**config.mk**
```make
export PLATFORM = sky130hd
export DESIGN_NAME = light_mode_controller_top
export DESIGN_NICKNAME = d
export VERILOG_FILES = /design/src/rtl/core/lmc_pkg.sv /design/src/rtl/core/lmc_cfg_regs.sv /design/src/rtl/core/lmc_core.sv /design/src/rtl/core/light_mode_controller_top.sv
export SDC_FILE = /design/constraint.sdc
export NUM_CORES = 1
export LEC_CHECK = 0
export ABC_AREA = 1
export BUFFER_PORTS_ARGS = -buffer_cell sky130_fd_sc_hd__buf_2
export CAP_MARGIN = 10
export CORE_MARGIN = 10
export CORE_UTILIZATION = 31
export CTS_CLUSTER_DIAMETER = 50
export DETAILED_ROUTE_END_ITERATION = 8
export HOLD_SLACK_MARGIN = 0.02
export SKIP_CTS_REPAIR_TIMING = 1
export SLEW_MARGIN = 10
export SYNTH_ARGS = -nofsm -noshare
export SYNTH_HDL_FRONTEND = slang
export SYNTH_SLANG_ARGS = --single-unit
```
**constraint.sdc**
```tcl
create_clock -name clk -period 13.2 [get_ports clk]
set_input_delay 1.32 -clock clk [delete_from_list [all_inputs] [get_ports clk]]
set_output_delay 1.32 -clock clk [all_outputs]
set_load 0.01 [all_outputs]
```
**src/rtl/core/lmc_pkg.sv**
```systemverilog
// Shared types, constants and mode tables of the light mode controller.
// No dependencies; every other file of the block imports this package.
package lmc_pkg;

	localparam int CFG_INDEX_W = 3;
	localparam int CFG_DATA_W  = 16;

	typedef logic [CFG_INDEX_W-1:0] lmc_cfg_idx_t;
	typedef logic [CFG_DATA_W-1:0]  lmc_cfg_data_t;

	localparam lmc_cfg_idx_t REG_BATTERY_LOW      = 3'd0;
	localparam lmc_cfg_idx_t REG_BATTERY_CRITICAL = 3'd1;
	localparam lmc_cfg_idx_t REG_TEMP_HIGH        = 3'd2;
	localparam lmc_cfg_idx_t REG_TEMP_LOW         = 3'd3;
	localparam lmc_cfg_idx_t REG_TURBO_LIMIT      = 3'd4;
	localparam lmc_cfg_idx_t REG_LONG_PRESS       = 3'd5;
	localparam lmc_cfg_idx_t REG_MOMENTARY        = 3'd6;
	localparam lmc_cfg_idx_t REG_CHECK_DELAY      = 3'd7;

	localparam logic [7:0]  RST_BATTERY_LOW      = 8'd130;
	localparam logic [7:0]  RST_BATTERY_CRITICAL = 8'd120;
	localparam logic [7:0]  RST_TEMP_HIGH        = 8'd120;
	localparam logic [7:0]  RST_TEMP_LOW         = 8'd100;
	localparam logic [15:0] RST_TURBO_LIMIT      = 16'd5625;
	localparam logic [7:0]  RST_LONG_PRESS       = 8'd32;
	localparam logic [7:0]  RST_MOMENTARY        = 8'd128;
	localparam logic [11:0] RST_CHECK_DELAY      = 12'd188;

	localparam logic [11:0] TEMP_WAIT_AFTER_DOWN = 12'd2000;
	localparam logic [2:0]  CONFIRM_COUNT        = 3'd4;
	localparam logic [2:0]  COUNT_LIMIT          = 3'd7;
	localparam logic [7:0]  FULL_LEVEL           = 8'd255;

	localparam logic [1:0] PWM_OFF   = 2'd0;
	localparam logic [1:0] PWM_PHASE = 2'd1;
	localparam logic [1:0] PWM_FAST  = 2'd2;

	typedef struct packed {
		logic       switch_down;
		logic       conversion_done;
		logic [7:0] sample_value;
	} lmc_item_t;

	typedef struct packed {
		logic [2:0] mode_number;
		logic [7:0] main_level;
		logic [7:0] second_level;
		logic [1:0] pwm_kind;
		logic       momentary_active;
		logic       measure_temperature;
		logic       start_conversion;
	} lmc_result_t;

	typedef struct packed {
		logic [7:0]  battery_low_level;
		logic [7:0]  battery_critical_level;
		logic [7:0]  temperature_high_level;
		logic [7:0]  temperature_low_level;
		logic [15:0] turbo_limit_ticks;
		logic [7:0]  long_press_ticks;
		logic [7:0]  momentary_ticks;
		logic [11:0] check_delay_ticks;
	} lmc_cfg_t;

	function automatic logic [7:0] main_level_of(input logic [2:0] mode);
		logic [7:0] lvl;
		unique case (mode)
			3'd0: lvl = 8'd0;
			3'd1: lvl = 8'd0;
			3'd2: lvl = 8'd32;
			3'd3: lvl = 8'd125;
			default: lvl = FULL_LEVEL;
		endcase
		return lvl;
	endfunction

	function automatic logic [7:0] second_level_of(input logic [2:0] mode);
		logic [7:0] lvl;
		unique case (mode)
			3'd0: lvl = 8'd0;
			3'd1: lvl = 8'd2;
			3'd2: lvl = 8'd32;
			3'd3: lvl = 8'd125;
			default: lvl = FULL_LEVEL;
		endcase
		return lvl;
	endfunction

	function automatic logic [1:0] pwm_kind_of(input logic [2:0] mode);
		logic [1:0] kind;
		unique case (mode)
			3'd0: kind = PWM_OFF;
			3'd1: kind = PWM_PHASE;
			default: kind = PWM_FAST;
		endcase
		return kind;
	endfunction

	function automatic logic [2:0] sat3(input logic [2:0] v);
		return (v < COUNT_LIMIT) ? v + 3'd1 : COUNT_LIMIT;
	endfunction

endpackage

```
**src/rtl/core/lmc_cfg_regs.sv**
```systemverilog
// Configuration register file of the light mode controller.
// Depends on lmc_pkg for the register codes, reset values and the settings struct.
module lmc_cfg_regs (
	input  logic                 clk,
	input  logic                 arst_n,
	input  logic                 wr_en,
	input  lmc_pkg::lmc_cfg_idx_t  wr_index,
	input  lmc_pkg::lmc_cfg_data_t wr_data,
	output lmc_pkg::lmc_cfg_t    cfg
);
	import lmc_pkg::*;

	lmc_cfg_t cfg_q;

	always_ff @(posedge clk or negedge arst_n) begin
		if (!arst_n) begin
			cfg_q.battery_low_level      <= RST_BATTERY_LOW;
			cfg_q.battery_critical_level <= RST_BATTERY_CRITICAL;
			cfg_q.temperature_high_level <= RST_TEMP_HIGH;
			cfg_q.temperature_low_level  <= RST_TEMP_LOW;
			cfg_q.turbo_limit_ticks      <= RST_TURBO_LIMIT;
			cfg_q.long_press_ticks       <= RST_LONG_PRESS;
			cfg_q.momentary_ticks        <= RST_MOMENTARY;
			cfg_q.check_delay_ticks      <= RST_CHECK_DELAY;
		end else if (wr_en) begin
			unique case (wr_index)
				REG_BATTERY_LOW:      cfg_q.battery_low_level      <= wr_data[7:0];
				REG_BATTERY_CRITICAL: cfg_q.battery_critical_level <= wr_data[7:0];
				REG_TEMP_HIGH:        cfg_q.temperature_high_level <= wr_data[7:0];
				REG_TEMP_LOW:         cfg_q.temperature_low_level  <= wr_data[7:0];
				REG_TURBO_LIMIT:      cfg_q.turbo_limit_ticks      <= wr_data;
				REG_LONG_PRESS:       cfg_q.long_press_ticks       <= wr_data[7:0];
				REG_MOMENTARY:        cfg_q.momentary_ticks        <= wr_data[7:0];
				REG_CHECK_DELAY:      cfg_q.check_delay_ticks      <= wr_data[11:0];
				default: ;
			endcase
		end
	end

	assign cfg = cfg_q;

endmodule

```
**src/rtl/core/lmc_core.sv**
```systemverilog
// Tick state of the light mode controller and its single-pass next-state logic.
// Depends on lmc_pkg for the item, result and settings types and the mode tables.
module lmc_core #(
	parameter int MODE_COUNT = 5
) (
	input  logic                clk,
	input  logic                arst_n,
	input  logic                advance,
	input  lmc_pkg::lmc_item_t   item,
	input  lmc_pkg::lmc_cfg_t    cfg,
	output lmc_pkg::lmc_result_t result
);
	import lmc_pkg::*;

	localparam logic [2:0] MODE_MAX  = 3'(MODE_COUNT - 1);
	localparam logic [2:0] MOM_INDEX = (MODE_COUNT - 1 < 4) ? 3'(MODE_COUNT - 1) : 3'd4;

	function automatic logic [2:0] step_up(input logic [2:0] m);
		return (m >= MODE_MAX) ? 3'd0 : m + 3'd1;
	endfunction

	function automatic logic [2:0] step_down(input logic [2:0] m);
		return (m == 3'd0 || m > MODE_MAX) ? MODE_MAX : m - 3'd1;
	endfunction

	logic [3:0]  hist_q,  hist_n;
	logic [7:0]  press_q, press_n;
	logic [2:0]  mode_q,  mode_n;
	logic [2:0]  top_q,   top_n;
	logic        mom_q,   mom_n;
	logic [15:0] turbo_q, turbo_n;
	logic [11:0] bw_q,    bw_n;
	logic [11:0] tw_q,    tw_n;
	logic [2:0]  lbc_q,   lbc_n;
	logic [2:0]  hot_q,   hot_n;
	logic [2:0]  cool_q,  cool_n;
	logic        tsel_q,  tsel_n;
	logic        start;
	logic [7:0]  bat_thr, hot_thr, cool_thr;

	always_comb begin
		hist_n   = {hist_q[2:0], item.switch_down};
		press_n  = press_q;
		mode_n   = mode_q;
		top_n    = top_q;
		mom_n    = mom_q;
		turbo_n  = turbo_q;
		bw_n     = bw_q;
		tw_n     = tw_q;
		lbc_n    = lbc_q;
		hot_n    = hot_q;
		cool_n   = cool_q;
		tsel_n   = tsel_q;
		start    = 1'b0;
		bat_thr  = cfg.battery_low_level;
		hot_thr  = cfg.temperature_high_level;
		cool_thr = cfg.temperature_low_level;

		if (hist_n != 4'd0) begin
			if (press_n != 8'hFF) begin
				press_n = press_n + 8'd1;
			end
			if (mom_q) begin
				mode_n = MOM_INDEX;
				if (press_n == cfg.momentary_ticks) begin
					mode_n = 3'd0;
					mom_n  = 1'b0;
				end
			end else begin
				if (press_n == cfg.long_press_ticks) begin
					mode_n = step_down(mode_n);
					top_n  = mode_n;
				end
				if (press_n == cfg.momentary_ticks) begin
					mom_n   = 1'b1;
					press_n = 8'd0;
				end
				turbo_n = 16'd0;
				bw_n    = cfg.check_delay_ticks;
				tw_n    = cfg.check_delay_ticks;
			end
		end else if (mom_q) begin
			mode_n = 3'd0;
		end else begin
			if (press_q != 8'd0 && press_q < cfg.long_press_ticks) begin
				mode_n = step_up(mode_n);
				top_n  = mode_n;
			end else begin
				if (main_level_of(mode_n) == FULL_LEVEL) begin
					if (turbo_n != 16'hFFFF) begin
						turbo_n = turbo_n + 16'd1;
					end
					if (turbo_n > cfg.turbo_limit_ticks) begin
						mode_n = step_down(mode_n);
					end
				end
				if (bw_n != 12'd0) begin
					bw_n = bw_n - 12'd1;
				end
				if (tw_n != 12'd0) begin
					tw_n = tw_n - 12'd1;
				end
				if (item.conversion_done) begin
					if (!tsel_q) begin
						if (bw_n == 12'd0) begin
							bat_thr = (mode_n == 3'd1) ? cfg.battery_critical_level
							                           : cfg.battery_low_level;
							lbc_n = (item.sample_value < bat_thr) ? sat3(lbc_q) : 3'd0;
							if (lbc_n >= CONFIRM_COUNT) begin
								mode_n = step_down(mode_n);
								top_n  = mode_n;
								lbc_n  = 3'd0;
								bw_n   = cfg.check_delay_ticks;
								tw_n   = cfg.check_delay_ticks;
							end
						end
						tsel_n = 1'b1;
					end else begin
						if (tw_n == 12'd0) begin
							hot_thr = (mode_n == 3'd1) ? FULL_LEVEL
							                           : cfg.temperature_high_level;
							cool_thr = (main_level_of(mode_n) >= main_level_of(top_q))
							           ? 8'd0 : cfg.temperature_low_level;
							if (item.sample_value > hot_thr) begin
								hot_n = sat3(hot_q);
							end else if (item.sample_value < cool_thr) begin
								cool_n = sat3(cool_q);
							end else begin
								hot_n  = 3'd0;
								cool_n = 3'd0;
							end
							if (hot_n >= CONFIRM_COUNT) begin
								mode_n = step_down(mode_n);
								hot_n  = 3'd0;
								cool_n = 3'd0;
								tw_n   = TEMP_WAIT_AFTER_DOWN;
							end else if (cool_n >= CONFIRM_COUNT) begin
								mode_n = step_up(mode_n);
								hot_n  = 3'd0;
								cool_n = 3'd0;
								tw_n   = cfg.check_delay_ticks;
							end
						end
						tsel_n = 1'b0;
					end
				end
				start = 1'b1;
			end
			press_n = 8'd0;
		end

		if (mode_q != 3'd0 && mode_n == 3'd0) begin
			press_n = 8'd0;
		end
	end

	always_ff @(posedge clk or negedge arst_n) begin
		if (!arst_n) begin
			hist_q  <= 4'd0;
			press_q <= 8'd0;
			mode_q  <= 3'd0;
			top_q   <= MODE_MAX;
			mom_q   <= 1'b0;
			turbo_q <= 16'd0;
			bw_q    <= RST_CHECK_DELAY;
			tw_q    <= RST_CHECK_DELAY;
			lbc_q   <= 3'd0;
			hot_q   <= 3'd0;
			cool_q  <= 3'd0;
			tsel_q  <= 1'b0;
		end else if (advance) begin
			hist_q  <= hist_n;
			press_q <= press_n;
			mode_q  <= mode_n;
			top_q   <= top_n;
			mom_q   <= mom_n;
			turbo_q <= turbo_n;
			bw_q    <= bw_n;
			tw_q    <= tw_n;
			lbc_q   <= lbc_n;
			hot_q   <= hot_n;
			cool_q  <= cool_n;
			tsel_q  <= tsel_n;
		end
	end

	assign result.mode_number         = mode_n;
	assign result.main_level          = main_level_of(mode_n);
	assign result.second_level        = second_level_of(mode_n);
	assign result.pwm_kind            = pwm_kind_of(mode_n);
	assign result.momentary_active    = mom_n;
	assign result.measure_temperature = tsel_n;
	assign result.start_conversion    = start;

`ifndef SYNTH
	a_modes_in_range: assert property (@(posedge clk) disable iff (!arst_n)
		(mode_q <= MODE_MAX) && (top_q <= MODE_MAX))
		else $error("Current or top mode beyond the mode table.");

	a_battery_count_cleared: assert property (@(posedge clk) disable iff (!arst_n)
		lbc_q < CONFIRM_COUNT)
		else $error("Low battery count not cleared after confirmation.");

	a_temp_counts_cleared: assert property (@(posedge clk) disable iff (!arst_n)
		(hot_q < CONFIRM_COUNT) && (cool_q < CONFIRM_COUNT))
		else $error("Temperature count not cleared after confirmation.");
`endif

endmodule

```
**src/rtl/core/light_mode_controller_top.sv**
```systemverilog
// Top level of the light mode controller: input stage, result register and handshakes.
// Depends on lmc_pkg, lmc_cfg_regs and lmc_core.
//
//   Channel   Handshake              Payload
//   in        in_valid / in_ready    switch_down, conversion_done, sample_value
//   out       out_valid / out_ready  mode_number, main_level, second_level, pwm_kind,
//                                    momentary_active, measure_temperature,
//                                    start_conversion
//   cfg       cfg_valid / cfg_ready  cfg_index, cfg_data
//
// One transaction per clock cycle is sustained while out_ready stays high; a result is
// valid once its input transaction has passed from the input register through the core
// into the result register. Reset is asynchronous and restores all settings and tick
// state at once. When the result register is held by out_ready low, the input stage
// fills and then in_ready falls; configuration writes are always taken.
module light_mode_controller_top #(
	parameter int MODE_COUNT = 5
) (
	input  logic                   clk,
	input  logic                   arst_n,
	input  logic                   in_valid,
	output logic                   in_ready,
	input  logic                   switch_down,
	input  logic                   conversion_done,
	input  logic [7:0]             sample_value,
	output logic                   out_valid,
	input  logic                   out_ready,
	output logic [2:0]             mode_number,
	output logic [7:0]             main_level,
	output logic [7:0]             second_level,
	output logic [1:0]             pwm_kind,
	output logic                   momentary_active,
	output logic                   measure_temperature,
	output logic                   start_conversion,
	input  logic                   cfg_valid,
	output logic                   cfg_ready,
	input  lmc_pkg::lmc_cfg_idx_t  cfg_index,
	input  lmc_pkg::lmc_cfg_data_t cfg_data
);
	import lmc_pkg::*;

	localparam logic [2:0] MODE_MAX = 3'(MODE_COUNT - 1);

	logic        valid_s1;
	lmc_item_t   item_s1;
	logic        out_valid_q;
	lmc_result_t result_q;
	lmc_result_t result;
	lmc_cfg_t    cfg;
	logic        advance;

	assign advance   = valid_s1 && (!out_valid_q || out_ready);
	assign in_ready  = !valid_s1 || advance;
	assign cfg_ready = 1'b1;

	always_ff @(posedge clk or negedge arst_n) begin
		if (!arst_n) begin
			valid_s1 <= 1'b0;
		end else if (in_valid && in_ready) begin
			valid_s1 <= 1'b1;
		end else if (advance) begin
			valid_s1 <= 1'b0;
		end
	end

	always_ff @(posedge clk) begin
		if (in_valid && in_ready) begin
			item_s1.switch_down     <= switch_down;
			item_s1.conversion_done <= conversion_done;
			item_s1.sample_value    <= sample_value;
		end
	end

	always_ff @(posedge clk or negedge arst_n) begin
		if (!arst_n) begin
			out_valid_q <= 1'b0;
		end else if (advance) begin
			out_valid_q <= 1'b1;
		end else if (out_ready) begin
			out_valid_q <= 1'b0;
		end
	end

	always_ff @(posedge clk) begin
		if (advance) begin
			result_q <= result;
		end
	end

	lmc_cfg_regs u_cfg_regs (
		.clk      (clk),
		.arst_n   (arst_n),
		.wr_en    (cfg_valid && cfg_ready),
		.wr_index (cfg_index),
		.wr_data  (cfg_data),
		.cfg      (cfg)
	);

	lmc_core #(
		.MODE_COUNT (MODE_COUNT)
	) u_core (
		.clk     (clk),
		.arst_n  (arst_n),
		.advance (advance),
		.item    (item_s1),
		.cfg     (cfg),
		.result  (result)
	);

	assign out_valid           = out_valid_q;
	assign mode_number         = result_q.mode_number;
	assign main_level          = result_q.main_level;
	assign second_level        = result_q.second_level;
	assign pwm_kind            = result_q.pwm_kind;
	assign momentary_active    = result_q.momentary_active;
	assign measure_temperature = result_q.measure_temperature;
	assign start_conversion    = result_q.start_conversion;

`ifndef SYNTH
	a_stall_only_on_full_pipe: assert property (@(posedge clk) disable iff (!arst_n)
		!in_ready |-> (valid_s1 && out_valid_q && !out_ready))
		else $error("Input stalled while the pipeline has room.");

	a_no_start_in_momentary: assert property (@(posedge clk) disable iff (!arst_n)
		(out_valid_q && result_q.start_conversion) |-> !result_q.momentary_active)
		else $error("Conversion started while momentary mode is armed.");

	a_result_mode_in_range: assert property (@(posedge clk) disable iff (!arst_n)
		out_valid_q |-> (result_q.mode_number <= MODE_MAX))
		else $error("Result mode beyond the mode table.");
`endif

endmodule

```
; ---- Yosys cells after proc, flatten, opt, wreduce, memory -nomap -nowiden
; Index checks and enable logic that the tools add are counted.
[totals]
register_bits = 180
input_bits = 34
wordCells = 275
[op_classes]
add_sub_neg = 11
magnitude_cmp = 16
eq_ne = 28
mux = 137
bitwise = 4
reduce_logical = 47
[op_table]
columns = op, n
row1 = 2-to-1 mux 12 bit, 26
row2 = 2-to-1 mux 8 bit, 25
row3 = 2-to-1 mux 3 bit, 56
row4 = 2-to-1 mux 16 bit, 10
row5 = case mux 8 bit (3 select lines), 4
row6 = case mux 8 bit (4 select lines), 1
row7 = == test 3 x 2 -> 1 bit (second input constant), 10
row8 = logical NOT 12 bit, 2
row9 = < comparator 8 bit, 3
row10 = nonzero test 12 bit, 2
row11 = subtractor 12 x 1 -> 12 bit (second input constant), 2
row12 = AND reduction 7 bit, 3
row13 = AND reduction 2 bit, 9
row14 = adder 16 x 1 -> 16 bit (second input constant), 1
row15 = == test 8 bit, 2
row16 = > comparator 16 bit, 1
row17 = inequality test 16 bit (second input constant), 1
row18 = adder 3 x 1 -> 3 bit (second input constant), 5
row19 = == test 3 x 1 -> 1 bit (second input constant), 5
row20 = >= comparator 3 bit (second input constant), 5
row21 = logical NOT 3 bit, 5
row22 = 2-to-1 mux 1 bit, 14
row23 = == test 3 bit (second input constant), 4
row24 = nonzero test 3 bit, 4
row25 = other kinds (22), 43

; ---- Longest topological paths before layout
; Gate-level depths: netlist of run 1.
[logic_depth]
depth_word = 50
mapped_depth = 61
mapped_depth_nobuf = 61

; ---- Modules after synthesis
; Synthesis of run 1 repeated with hierarchy kept, for this count alone.
[hier_totals]
cells_unflattened = 1464
area_unflattened_um2 = 11513.5
[by_module_without_submodules]
columns = module, n_inst, cells_per_inst, area_per_inst_um2, seq_area_each_um2
row1 = lmc_core, 1, 1068, 7248.2, 1715.4
row2 = lmc_cfg_regs, 1, 348, 3138.0, 1938.1
row3 = light_mode_controller_top, 1, 48, 1127.3, 1071.0

; ---- Worst setup path after synthesis of run 1
; Ideal clock, no wire load.
[synth_timing]
path_kind = register -> register
start = register u_core.turbo_q[0]
end = register u_core.press_q[7]
setup_ps = 118
t_arrival_ps = 6731
path_slack_ps = 6351
path_stages_with_launch = 55
path_buffers = 0
path_cell_list = dfrtp_1 > ha_1 > inv_1 > nor4_1 > nand2_1 > nor2_1 > inv_1 > nor3_1 > nand2_1 > nand2_1 > nor2_1 > xor2_1 > ha_1 > nand2_1 > nor2_1 > nand2_1 > inv_1 > nand2_1 > (+19 left out) > a21oi_1 > nor2_1 > a211oi_1 > nand3_1 > nand2_1 > nand2_4 > nand3_1 > nand2_1 > a21oi_1 > nand3_1 > nand2_1 > nand2_4 > nor2_8 > nand2_4 > nand2_4 > nand2_4 > nand2_1 > nand2_1
[synth_lines]
columns = element, line_no
row1 = start: declaration, lmc_core.sv:31  ; logic [15:0] turbo_q, turbo_n;
row2 = start signal: assignment, lmc_core.sv:177  ; turbo_q <= turbo_n;
row3 = end signal: assignment, lmc_core.sv:173  ; press_q <= press_n;
row4 = end: declaration, lmc_core.sv:27  ; logic [7:0] press_q, press_n;

==> out/qor.yml, run 1 <==
routed_wl_um: 29100
crit_path_end_kind: "flip-flop"
firstDrtPassIters: 6
synth.most_common_cell: "nand2_1"
synth_common_cells: "292 x nand2_1, 174 x inv_1, 135 x o21ai_0"
place_ws_ns: 5.09
hpwlAfterDp_um: 21800
ir_drop_mv: 0.0993
htreeDepth: 4
drv_cap: 0
status: "finished clean"
multi_input_area_um2: 5450
worstPathMaxFanout: 9
syn_nets: 1457
fin_nets: 1497
cts_tree: "yes"
synthSimpleGateAreaFrac_pct: 23.9
crit_type: "reg2reg"
start_util_pct: 31.2
seq_area_frac_synth_pct: 40.8
fin_crit_ns: 8.29
cpMostUsedCell: "nand2_1"
synthAdderAreaFrac_pct: 8.06
cp_data_arrival_time_ns: 8.63
wl_met2_um: 13400
synth-main-ff-cell: "dfrtp_1"
wl_per_cell_um: 15.6
vias: 9075
final_util_pct: 35.0
synth.ff_latch_count: 168
yosys.area.top_type: "dfrtp_1"
critPathMaxStageDelay_ns: 0.61
gr-usage-all-layers_pct: 14.0
portBuffers: 59
antenna_left: 0
ff_latch_area_um2: 4360
dr.first_iter.drc_count: 703
synth-edff-count: 22
synthXorXnorAreaFrac_pct: 2.93
cts.path.max_buffers: 2
clk_pin_slew_ns: 0.07
setup_violations: 0
yosys.area.top_type_share_pct: 24.8
gp_congestion: 0.924
tns_ns: 0
fillers: 3549
max_freq_mhz: 121
powerDensity_nw_per_um2: 186
crit_required_ns: 13.53
routed.top_layer: "met4"
synthArstFlopShare_pct: 86.9
clock_sinks: 168
rsz0062_at_grt: "false"
syn-cell-area_um2: 10700
dpl-instance-area_um2: 11400
synth_warnings: 0
avgViaCountPerCell: 4.87
fin_ws_ns: 4.91
antennaDiodeCount: 0
synth.mux.area_fraction_pct: 0.760
synth_compound_area_share_pct: 15.0
area_growth_pct: 12.2
globalRouteOverflowTotal: 0
grt_pass1_vias: 8929
worst_slew_pin_slew_ns: 1.05
p_leak_nw: 5.75
timing.final.max_slew_violations: 0
rows: 68
grt_max_degree: 81
synth_area_leaders: "dfrtp_1 25%, nand2_1 10%, dfstp_2 9.8%"
slowest_stage: "nor4_1"
hold_class: "reg2reg"
antenna_found_initial: 0
hold_violations: 0
clk_root_buffer_cell: "clkbuf_16"
period_share_pct: 62.8
drive_above_1_share_pct: 14.2
start_kind: "flip-flop"
clock_latency_ns: 0.45
die_y_um: 206
avgSynthCellArea_um2: 7.91
coreArea_um2: 34300
ios: 61
cts_buffers: 17
final_cell_area_um2: 12000
synth_top_family_by_area: "simple AND/OR/NAND/NOR gates"
drc: 0
drt-met1-wl_um: 13500
die_x_um: 206
max_slew_margin_pct: 30.1
grt_pass1_wl_um: 47400
ys_types: 59
wl_met3_um: 1450
synth_cells: 1354
dieArea_um2: 42400
fin_skew_ns: 0.0131
[kinds of logic after synthesis]
group                    count (synthesis)
multiplexers                             8
XOR/XNOR                                35
buffers and inverters                  230
other                                    1
adder cells (fa/ha/maj)                 69
AND/OR/NAND/NOR                        557
AO/OA/AOI/OAI                          286
flip-flops                             168
[final timing paths]
path	from	slack (ns)	end	depth (start not counted)
worst max-delay path	u_core.turbo_q[1]$_DFFE_PN0P_	4.91	u_core.press_q[1]$_DFFE_PN0P_	56
worst min-delay path	u_cfg_regs.cfg[40]$_DFFE_PN1P_	0.48	u_cfg_regs.cfg[40]$_DFFE_PN1P_	2
worst max register to register	u_core.turbo_q[1]$_DFFE_PN0P_	4.91	u_core.press_q[1]$_DFFE_PN0P_	56
worst min register to register	u_cfg_regs.cfg[40]$_DFFE_PN1P_	0.48	u_cfg_regs.cfg[40]$_DFFE_PN1P_	2
max in group asynchronous	arst_n	10.88	u_cfg_regs.cfg[62]$_DFFE_PN0P_	2
min in group asynchronous	arst_n	0.92	u_core.bw_q[9]$_DFFE_PN0P_	1
[cells in the final DEF, fill, tap and decap left out, types with 22 or more instances in the layout]
cell type  instances
a21oi_1           73
buf_2             58
dfrtp_1          106
dfstp_2           40
edfxtp_1          22
ha_1              69
inv_1            174
nand2_1          292
nand3_1           59
nand4_1           29
nor2_1            96
o21ai_0          135
xor2_1            31
[power breakdown]
group | total (mW) | switching [mW] | internal [mW] | leakage [nW]
combinational | 0.947 | 0.623 | 0.323 | 3.50
clock | 0.498 | 0.245 | 0.253 | 0.289
sequential | 0.787 | 0.106 | 0.680 | 1.97
total | 2.23 | 0.975 | 1.26 | 5.75
[critical path: cells and delay by family, from the launching register on]
kind / cells / cell delay [ns]
and+or+nand+nor: 37 / 4.68
adders and majority gates: 5 / 1.27
AOI/OAI and AO/OA: 5 / 0.92
buffers and inverters: 8 / 0.80
DFF: 1 / 0.38
xor gates and xnor gates: 1 / 0.15
[cell type report]
class,instances,area share (%)
clock inverters,15,1.34
clock buffers,17,3.54
repair buffers,65,2.89
inverters,186,5.81
well taps,455,4.74
multi-input cells,956,45.3
flip-flops and latches,168,36.3
[state kept, by name, summed over array words and instances, names as in the netlist, 2 cells and up]
signal	flops
u_core.tw_q	12
u_core.top_q	3
u_cfg_regs.cfg	76
item_s1	10
u_core.mode_q	3
u_core.hot_q	3
u_core.turbo_q	16
u_core.press_q	8
u_core.lbc_q	3
u_core.cool_q	3
pwm_kind	2
u_core.bw_q	12
main_level	3
mode_number	3
u_core.hist_q	3
[metrics by stage]
stage,hold slack (ns),power [mW],cells
finish,0.483,2.23,1862
global placement,0.468,1.71,1830
CTS,0.488,2.24,1862
detailed placement,0.474,1.73,1830
floorplan,0.446,1.48,1354
global route,0.504,2.41,1862
[routing by layer]
layer / global-route usage (%) / vias to the layer above
li1: - / 4570
met1: 18.1 / 4229
met2: 22.9 / 226
met3: 2.40 / 50
met4: 5.66 / 0
met5: 0 / -
Note: power is estimated with default switching activity, not from simulation.
==> inputs of run 2 (changes only) <==
- clock period: 13.2 -> 7.2 ns (I/O delays scaled with it)
==> run 2 against run 1 <==
Flip-flop and latch count is the same. Combinational power grew 100%. Critical path depth shrank 3. Sequential share of layout area shrank 1.6 points. Count of clock-buffer cells in the layout grew 6. Design area grew 4.6%. Clock power grew 90%. Register-to-register slack lost 4.5 ns. Worst hold slack lost 0.15 ns. Global-route usage shrank 0.42 points. Clock skew shrank 0.0024 ns. Largest power group unchanged. Highest routed layer is now met5.
==> out/qor.yml, run 2 (synthesized netlist as in run 1, its figures left out) <==
hold_violations: 0  # unchanged
coreArea_um2: 34300  # unchanged
wl_per_cell_um: 15.2  # was 15.6 um
drv_cap: 0  # unchanged
setup_violations: 0  # unchanged
cpMostUsedCell: "nand2_1"  # unchanged
cp_data_arrival_time_ns: 7.14  # was 8.63 ns
reg2reg_from: "u_core.turbo_q[0]$_DFFE_PN0P_"  # was u_core.turbo_q[1]$_DFFE_PN0P_
placed_cells: 1851  # was 1830
antenna_left: 0  # unchanged
die_y_um: 206  # unchanged
clk_pin_slew_ns: 0.06  # was 0.07 ns
cts.path.max_buffers: 2  # unchanged
htreeDepth: 4  # unchanged
gp_congestion: 0.896  # was 0.924
tns_ns: 0  # unchanged
rows: 68  # unchanged
globalRouteOverflowTotal: 0  # unchanged
fin_nets: 1536  # was 1497
layout_commonest_cell: "nand2_1"  # unchanged
dieArea_um2: 42400  # unchanged
start_util_pct: 31.2  # unchanged
rrSetupSlack_ns: 0.38  # was 4.91 ns
instances_no_fill: 1901  # was 1862
p_leak_nw: 6.04  # was 5.75 nW
max_freq_mhz: 147  # was 121 MHz
grt_pass1_wl_um: 46300  # was 47400 um
area_growth_pct: 17.3  # was 12.2%
max_slew_margin_pct: 20.2  # was 30.1%
switching_share_pct: 41.7  # was 43.7%
power_frac_seq_pct: 33.3  # was 35.2%
worst_slew_pin_slew_ns: 1.20  # was 1.05 ns
antenna_found_initial: 2  # was 0
clock_latency_ns: 0.44  # was 0.45 ns
ir_drop_mv: 0.186  # was 0.0993 mV
clock_sinks: 168  # unchanged
antennaDiodeCount: 0  # unchanged
drc: 0  # unchanged
reg2regPathDepth: 53  # was 56
p_comb_share_pct: 44.9  # was 42.4%
dr.first_iter.drc_count: 789  # was 703
intPower_mw: 2.53  # was 1.26 mW
gr-usage-all-layers_pct: 13.6  # was 14.0%
hpwlAfterDp_um: 21200  # was 21800 um
crit_path_end_kind: "flip-flop"  # unchanged
fin_skew_ns: 0.0107  # was 0.0131 ns
start_kind: "flip-flop"  # unchanged
slowest_stage: "dfrtp_1"  # was nor4_1
period_share_pct: 94.7  # was 62.8%
critPathMaxStageDelay_ns: 0.38  # was 0.61 ns
drive_above_1_share_pct: 19.6  # was 14.2%
p_switching_mw: 1.80  # was 0.975 mW
cts_tree: "yes"  # unchanged
die_x_um: 206  # unchanged
final_cell_mix: "275 x nand2_1, 166 x inv_1, 131 x o21ai_0, 106 x dfrtp_1, 91 x nor2_1"  # was 292 x nand2_1, 174 x inv_1, 135 x o21ai_0, 106 x dfrtp_1, 96 x nor2_1
fin_crit_ns: 6.82  # was 8.29 ns
cts_buffers: 17  # unchanged
largest_reg_flops: 76  # unchanged
hold_class: "in2async"  # was reg2reg
crit_type: "reg2reg"  # unchanged
fillers: 3527  # was 3549
ios: 61  # unchanged
avgViaCountPerCell: 4.88  # was 4.87
r2r_end: "u_core.press_q[0]$_DFFE_PN0P_"  # was u_core.press_q[1]$_DFFE_PN0P_
grt_max_degree: 79  # was 81
crit_required_ns: 7.53  # was 13.53 ns
firstDrtPassIters: 5  # was 6
ff_latch_area_um2: 4360  # unchanged
power.share.clock_pct: 21.8  # was 22.3%
multi_input_area_um2: 5680  # was 5450 um^2
routed_wl_um: 28900  # was 29100 um
timing.final.max_slew_violations: 0  # unchanged
worstPathMaxFanout: 8  # was 9
vias: 9282  # was 9075
clk_root_buffer_cell: "clkbuf_16"  # unchanged
grt_pass1_vias: 8763  # was 8929
status: "finished clean"  # unchanged
whs_ns: 0.329  # was 0.483 ns
powerDensity_nw_per_um2: 345  # was 186 nW/um^2
portBuffers: 59  # unchanged
## run 2: changes by cell type in the layout (fill, tap and decap cells not counted), moves of 4 or more
cell / previous run / this run
nand2_2: 7 / 21
buf_4: 6 / 43
inv_1: 174 / 166
nand2_1: 292 / 275
nor2_1: 96 / 91
a21oi_2: 0 / 5
inv_2: 9 / 17
ha_1: 69 / 64
a21oi_1: 73 / 68
o21ai_0: 135 / 131
clkbuf_1: 0 / 4
## run 2: stage by stage
stage          area, um^2  total power, mW  util, %  setup WS (ns)
3_5_place_dp        11600             3.21     33.8         -0.241
2_1_floorplan       10700             2.70        -          0.351
6_report            12600             4.33     36.6          0.385
5_1_grt             12600             4.66     36.6        -0.0936
3_3_place_gp        11600             3.18     33.8         0.0782
4_1_cts             12200             4.17     35.5         -0.273
## run 2: final cells by class
cell class / count / share of cell area [%]
well taps: 455 / 4.53
repair buffers: 104 / 5.22
flip-flops and latches: 168 / 34.7
multi-input cells: 956 / 45.2
inverters: 186 / 5.56
clock buffers: 23 / 3.81
clock inverters: 9 / 0.916
## run 2: how the worst max path moves through the flow
stage,start,endpoint,slack (ns),cells past startpoint
after floorplan,u_core.turbo_q[0]$_DFFE_PN0P_,u_core.press_q[7]$_DFFE_PN0P_,0.35,54
final,u_core.turbo_q[0]$_DFFE_PN0P_,u_core.press_q[0]$_DFFE_PN0P_,0.38,53
after detailed placement,u_core.turbo_q[0]$_DFFE_PN0P_,u_core.press_q[3]$_DFFE_PN0P_,-0.24,51
after global placement,u_core.turbo_q[0]$_DFFE_PN0P_,u_core.press_q[1]$_DFFE_PN0P_,0.08,51
after CTS,u_core.turbo_q[0]$_DFFE_PN0P_,u_core.press_q[3]$_DFFE_PN0P_,-0.27,51
after global routing,u_core.turbo_q[1]$_DFFE_PN0P_,u_core.press_q[0]$_DFFE_PN0P_,-0.09,51
## run 2: routing by layer
metal / GRT usage [%] / part of all wire, %
met3: 2.24 / 4.2
met1: 18.0 / 46
met2: 21.9 / 47
met5: 0 / 0.11
met4: 4.93 / 1.9
## run 2: critical path, delay by kind of cell, from the launching register on
kind                     cells  cell delay, ns
AO/OA/AOI/OAI                5            0.63
adder cells (fa/ha/maj)      6            1.29
flip-flops                   1            0.38
buffers and inverters        9            0.90
XOR/XNOR                     1            0.18
AND/OR/NAND/NOR             32            3.32
## run 2: power by group through the flow
stage                     Combinational [mW]  Sequential (mW)  Clock [mW]
final                                   1.94             1.44       0.944
after global routing                    2.18             1.47        1.01
after CTS                               1.77             1.44       0.969
after detailed placement                1.76             1.45           0
after global placement                  1.73             1.45           0
after floorplan                         1.30             1.41           0
==> inputs of run 3 (changes only) <==
- PLACE_DENSITY: not set -> 0.52
- clock period: 7.2 -> 7.3 ns (I/O delays scaled with it)
==> run 3 against run 2 <==
Via count fell by 0.67%. Sequential power barely moved. Global-route usage rose by 0.61 points. Wire length rose by 2.3%. Largest power group unchanged.
==> out/qor.yml, run 3 (synthesized netlist as in run 1, its figures left out) <==
cts.path.max_buffers: 2  # unchanged
hpwlAfterDp_um: 22100  # was 21200 um
drive_above_1_share_pct: 18.2  # was 19.6%
die_x_um: 206  # unchanged
start_util_pct: 31.2  # unchanged
powerDensity_nw_per_um2: 336  # was 345 nW/um^2
crit_type: "reg2reg"  # unchanged
power_frac_seq_pct: 34.1  # was 33.3%
max_freq_mhz: 148  # was 147 MHz
tns_ns: 0  # unchanged
grt_pass1_vias: 8907  # was 8763
worstPathMaxFanout: 9  # was 8
vias: 9220  # was 9282
fin_nets: 1527  # was 1536
globalRouteOverflowTotal: 0  # unchanged
clk_root_buffer_cell: "clkbuf_16"  # unchanged
dr.first_iter.drc_count: 633  # was 789
ios: 61  # unchanged
p_leak_nw: 5.93  # was 6.04 nW
fillers: 3548  # was 3527
slowest_stage: "dfrtp_1"  # unchanged
max_slew_margin_pct: 19.6  # was 20.2%
wl_per_cell_um: 15.6  # was 15.2 um
drc: 0  # unchanged
htreeDepth: 4  # unchanged
hold_class: "in2async"  # unchanged
firstDrtPassIters: 5  # unchanged
gp_congestion: 0.893  # was 0.896
clock_sinks: 168  # unchanged
antenna_found_initial: 1  # was 2
critical-path-top-delay-family: "simple AND/OR/NAND/NOR gates"  # unchanged
clk_pin_slew_ns: 0.07  # was 0.06 ns
hold_violations: 0  # unchanged
gr-usage-all-layers_pct: 14.2  # was 13.6%
die_y_um: 206  # unchanged
crit_required_ns: 7.63  # was 7.53 ns
grt_pass1_wl_um: 48100  # was 46300 um
grt_max_degree: 88  # was 79
fin_crit_ns: 6.75  # was 6.82 ns
clock_latency_ns: 0.45  # was 0.44 ns
start_kind: "flip-flop"  # unchanged
final_cell_mix: "281 x nand2_1, 170 x inv_1, 133 x o21ai_0, 106 x dfrtp_1, 91 x nor2_1"  # was 275 x nand2_1, 166 x inv_1, 131 x o21ai_0, 106 x dfrtp_1, 91 x nor2_1
instances_no_fill: 1893  # was 1901
path_buf_inv: 8  # was 9
antenna_left: 0  # unchanged
cpMostUsedCell: "nand2_1"  # unchanged
crit_path_end_kind: "flip-flop"  # unchanged
p_comb_share_pct: 44.4  # was 44.9%
p_switching_mw: 1.78  # was 1.80 mW
cts_tree: "yes"  # unchanged
rows: 68  # unchanged
layout_commonest_cell: "nand2_1"  # unchanged
switching_share_pct: 42.8  # was 41.7%
dieArea_um2: 42400  # unchanged
drv_cap: 0  # unchanged
portBuffers: 59  # unchanged
routed_wl_um: 29600  # was 28900 um
area_growth_pct: 15.5  # was 17.3%
whs_ns: 0.352  # was 0.329 ns
critPathMaxStageDelay_ns: 0.37  # was 0.38 ns
power.share.clock_pct: 21.5  # was 21.8%
placed_cells: 1849  # was 1851
fin_skew_ns: 0.0109  # was 0.0107 ns
period_share_pct: 92.4  # was 94.7%
power_mw: 4.15  # was 4.33 mW
worst_slew_pin_slew_ns: 1.21  # was 1.20 ns
setup_violations: 0  # unchanged
intPower_mw: 2.38  # was 2.53 mW
ir_drop_mv: 0.168  # was 0.186 mV
coreArea_um2: 34300  # unchanged
avgViaCountPerCell: 4.87  # was 4.88
largest_reg_flops: 76  # unchanged
status: "finished clean"  # unchanged
timing.final.max_slew_violations: 0  # unchanged
cp_data_arrival_time_ns: 7.07  # was 7.14 ns
cts_buffers: 17  # unchanged
[run 3: path summary, 6_finish.rpt]
check,startpoint,endpoint,slack [ns],depth (start not counted)
worst max-delay path,u_core.turbo_q[1]$_DFFE_PN0P_,u_core.press_q[1]$_DFFE_PN0P_,0.55,57
worst min-delay path,arst_n,u_core.bw_q[6]$_DFFE_PN0P_,0.35,1
worst max register to register,u_core.turbo_q[1]$_DFFE_PN0P_,u_core.press_q[1]$_DFFE_PN0P_,0.55,57
worst min register to register,u_cfg_regs.cfg[38]$_DFFE_PN1P_,u_cfg_regs.cfg[38]$_DFFE_PN1P_,0.49,2
max in group asynchronous,arst_n,u_cfg_regs.cfg[29]$_DFFE_PN0P_,5.56,2
min in group clk,sample_value[2],item_s1[2]$_DFFE_PP_,0.46,1
[run 3: metal layers]
metal  vias to the layer above  track usage (%)  share of wire (%)
met5                         -                0                  0
met3                        37             2.26                3.5
met1                      4372             19.1                 48
li1                       4646                -                  -
met4                         0             5.29                2.4
met2                       165             22.5                 46
[run 3: layout make-up]
type | instances | area (um^2) | share of cell area [%]
inverters | 186 | 698 | 5.65
repair buffers | 95 | 572 | 4.63
multi-input cells | 956 | 5590 | 45.2
diodes | 1 | 2.50 | 0.0202
flip-flops and latches | 168 | 4360 | 35.3
clock buffers | 17 | 425 | 3.44
clock inverters | 15 | 141 | 1.14
well taps | 455 | 569 | 4.60
[run 3: power groups by stage]
stage	Sequential [mW]	Combinational, mW	Clock (mW)
3_3_place_gp	1.43	1.72	0
5_1_grt	1.45	2.10	0.953
3_5_place_dp	1.43	1.74	0
4_1_cts	1.42	1.75	0.916
2_1_floorplan	1.39	1.28	0
6_report	1.42	1.84	0.893
[run 3: per-stage QoR]
| step | setup slack (ns) | cell area, um^2 | util (%) |
|---|---|---|---|
| detailed placement | -0.216 | 11600 | 33.7 |
| finish | 0.553 | 12400 | 36.1 |
| global placement | 0.0872 | 11600 | 33.7 |
| global route | -0.0739 | 12400 | 36.1 |
| floorplan | 0.451 | 10700 | - |
| CTS | -0.222 | 12100 | 35.4 |
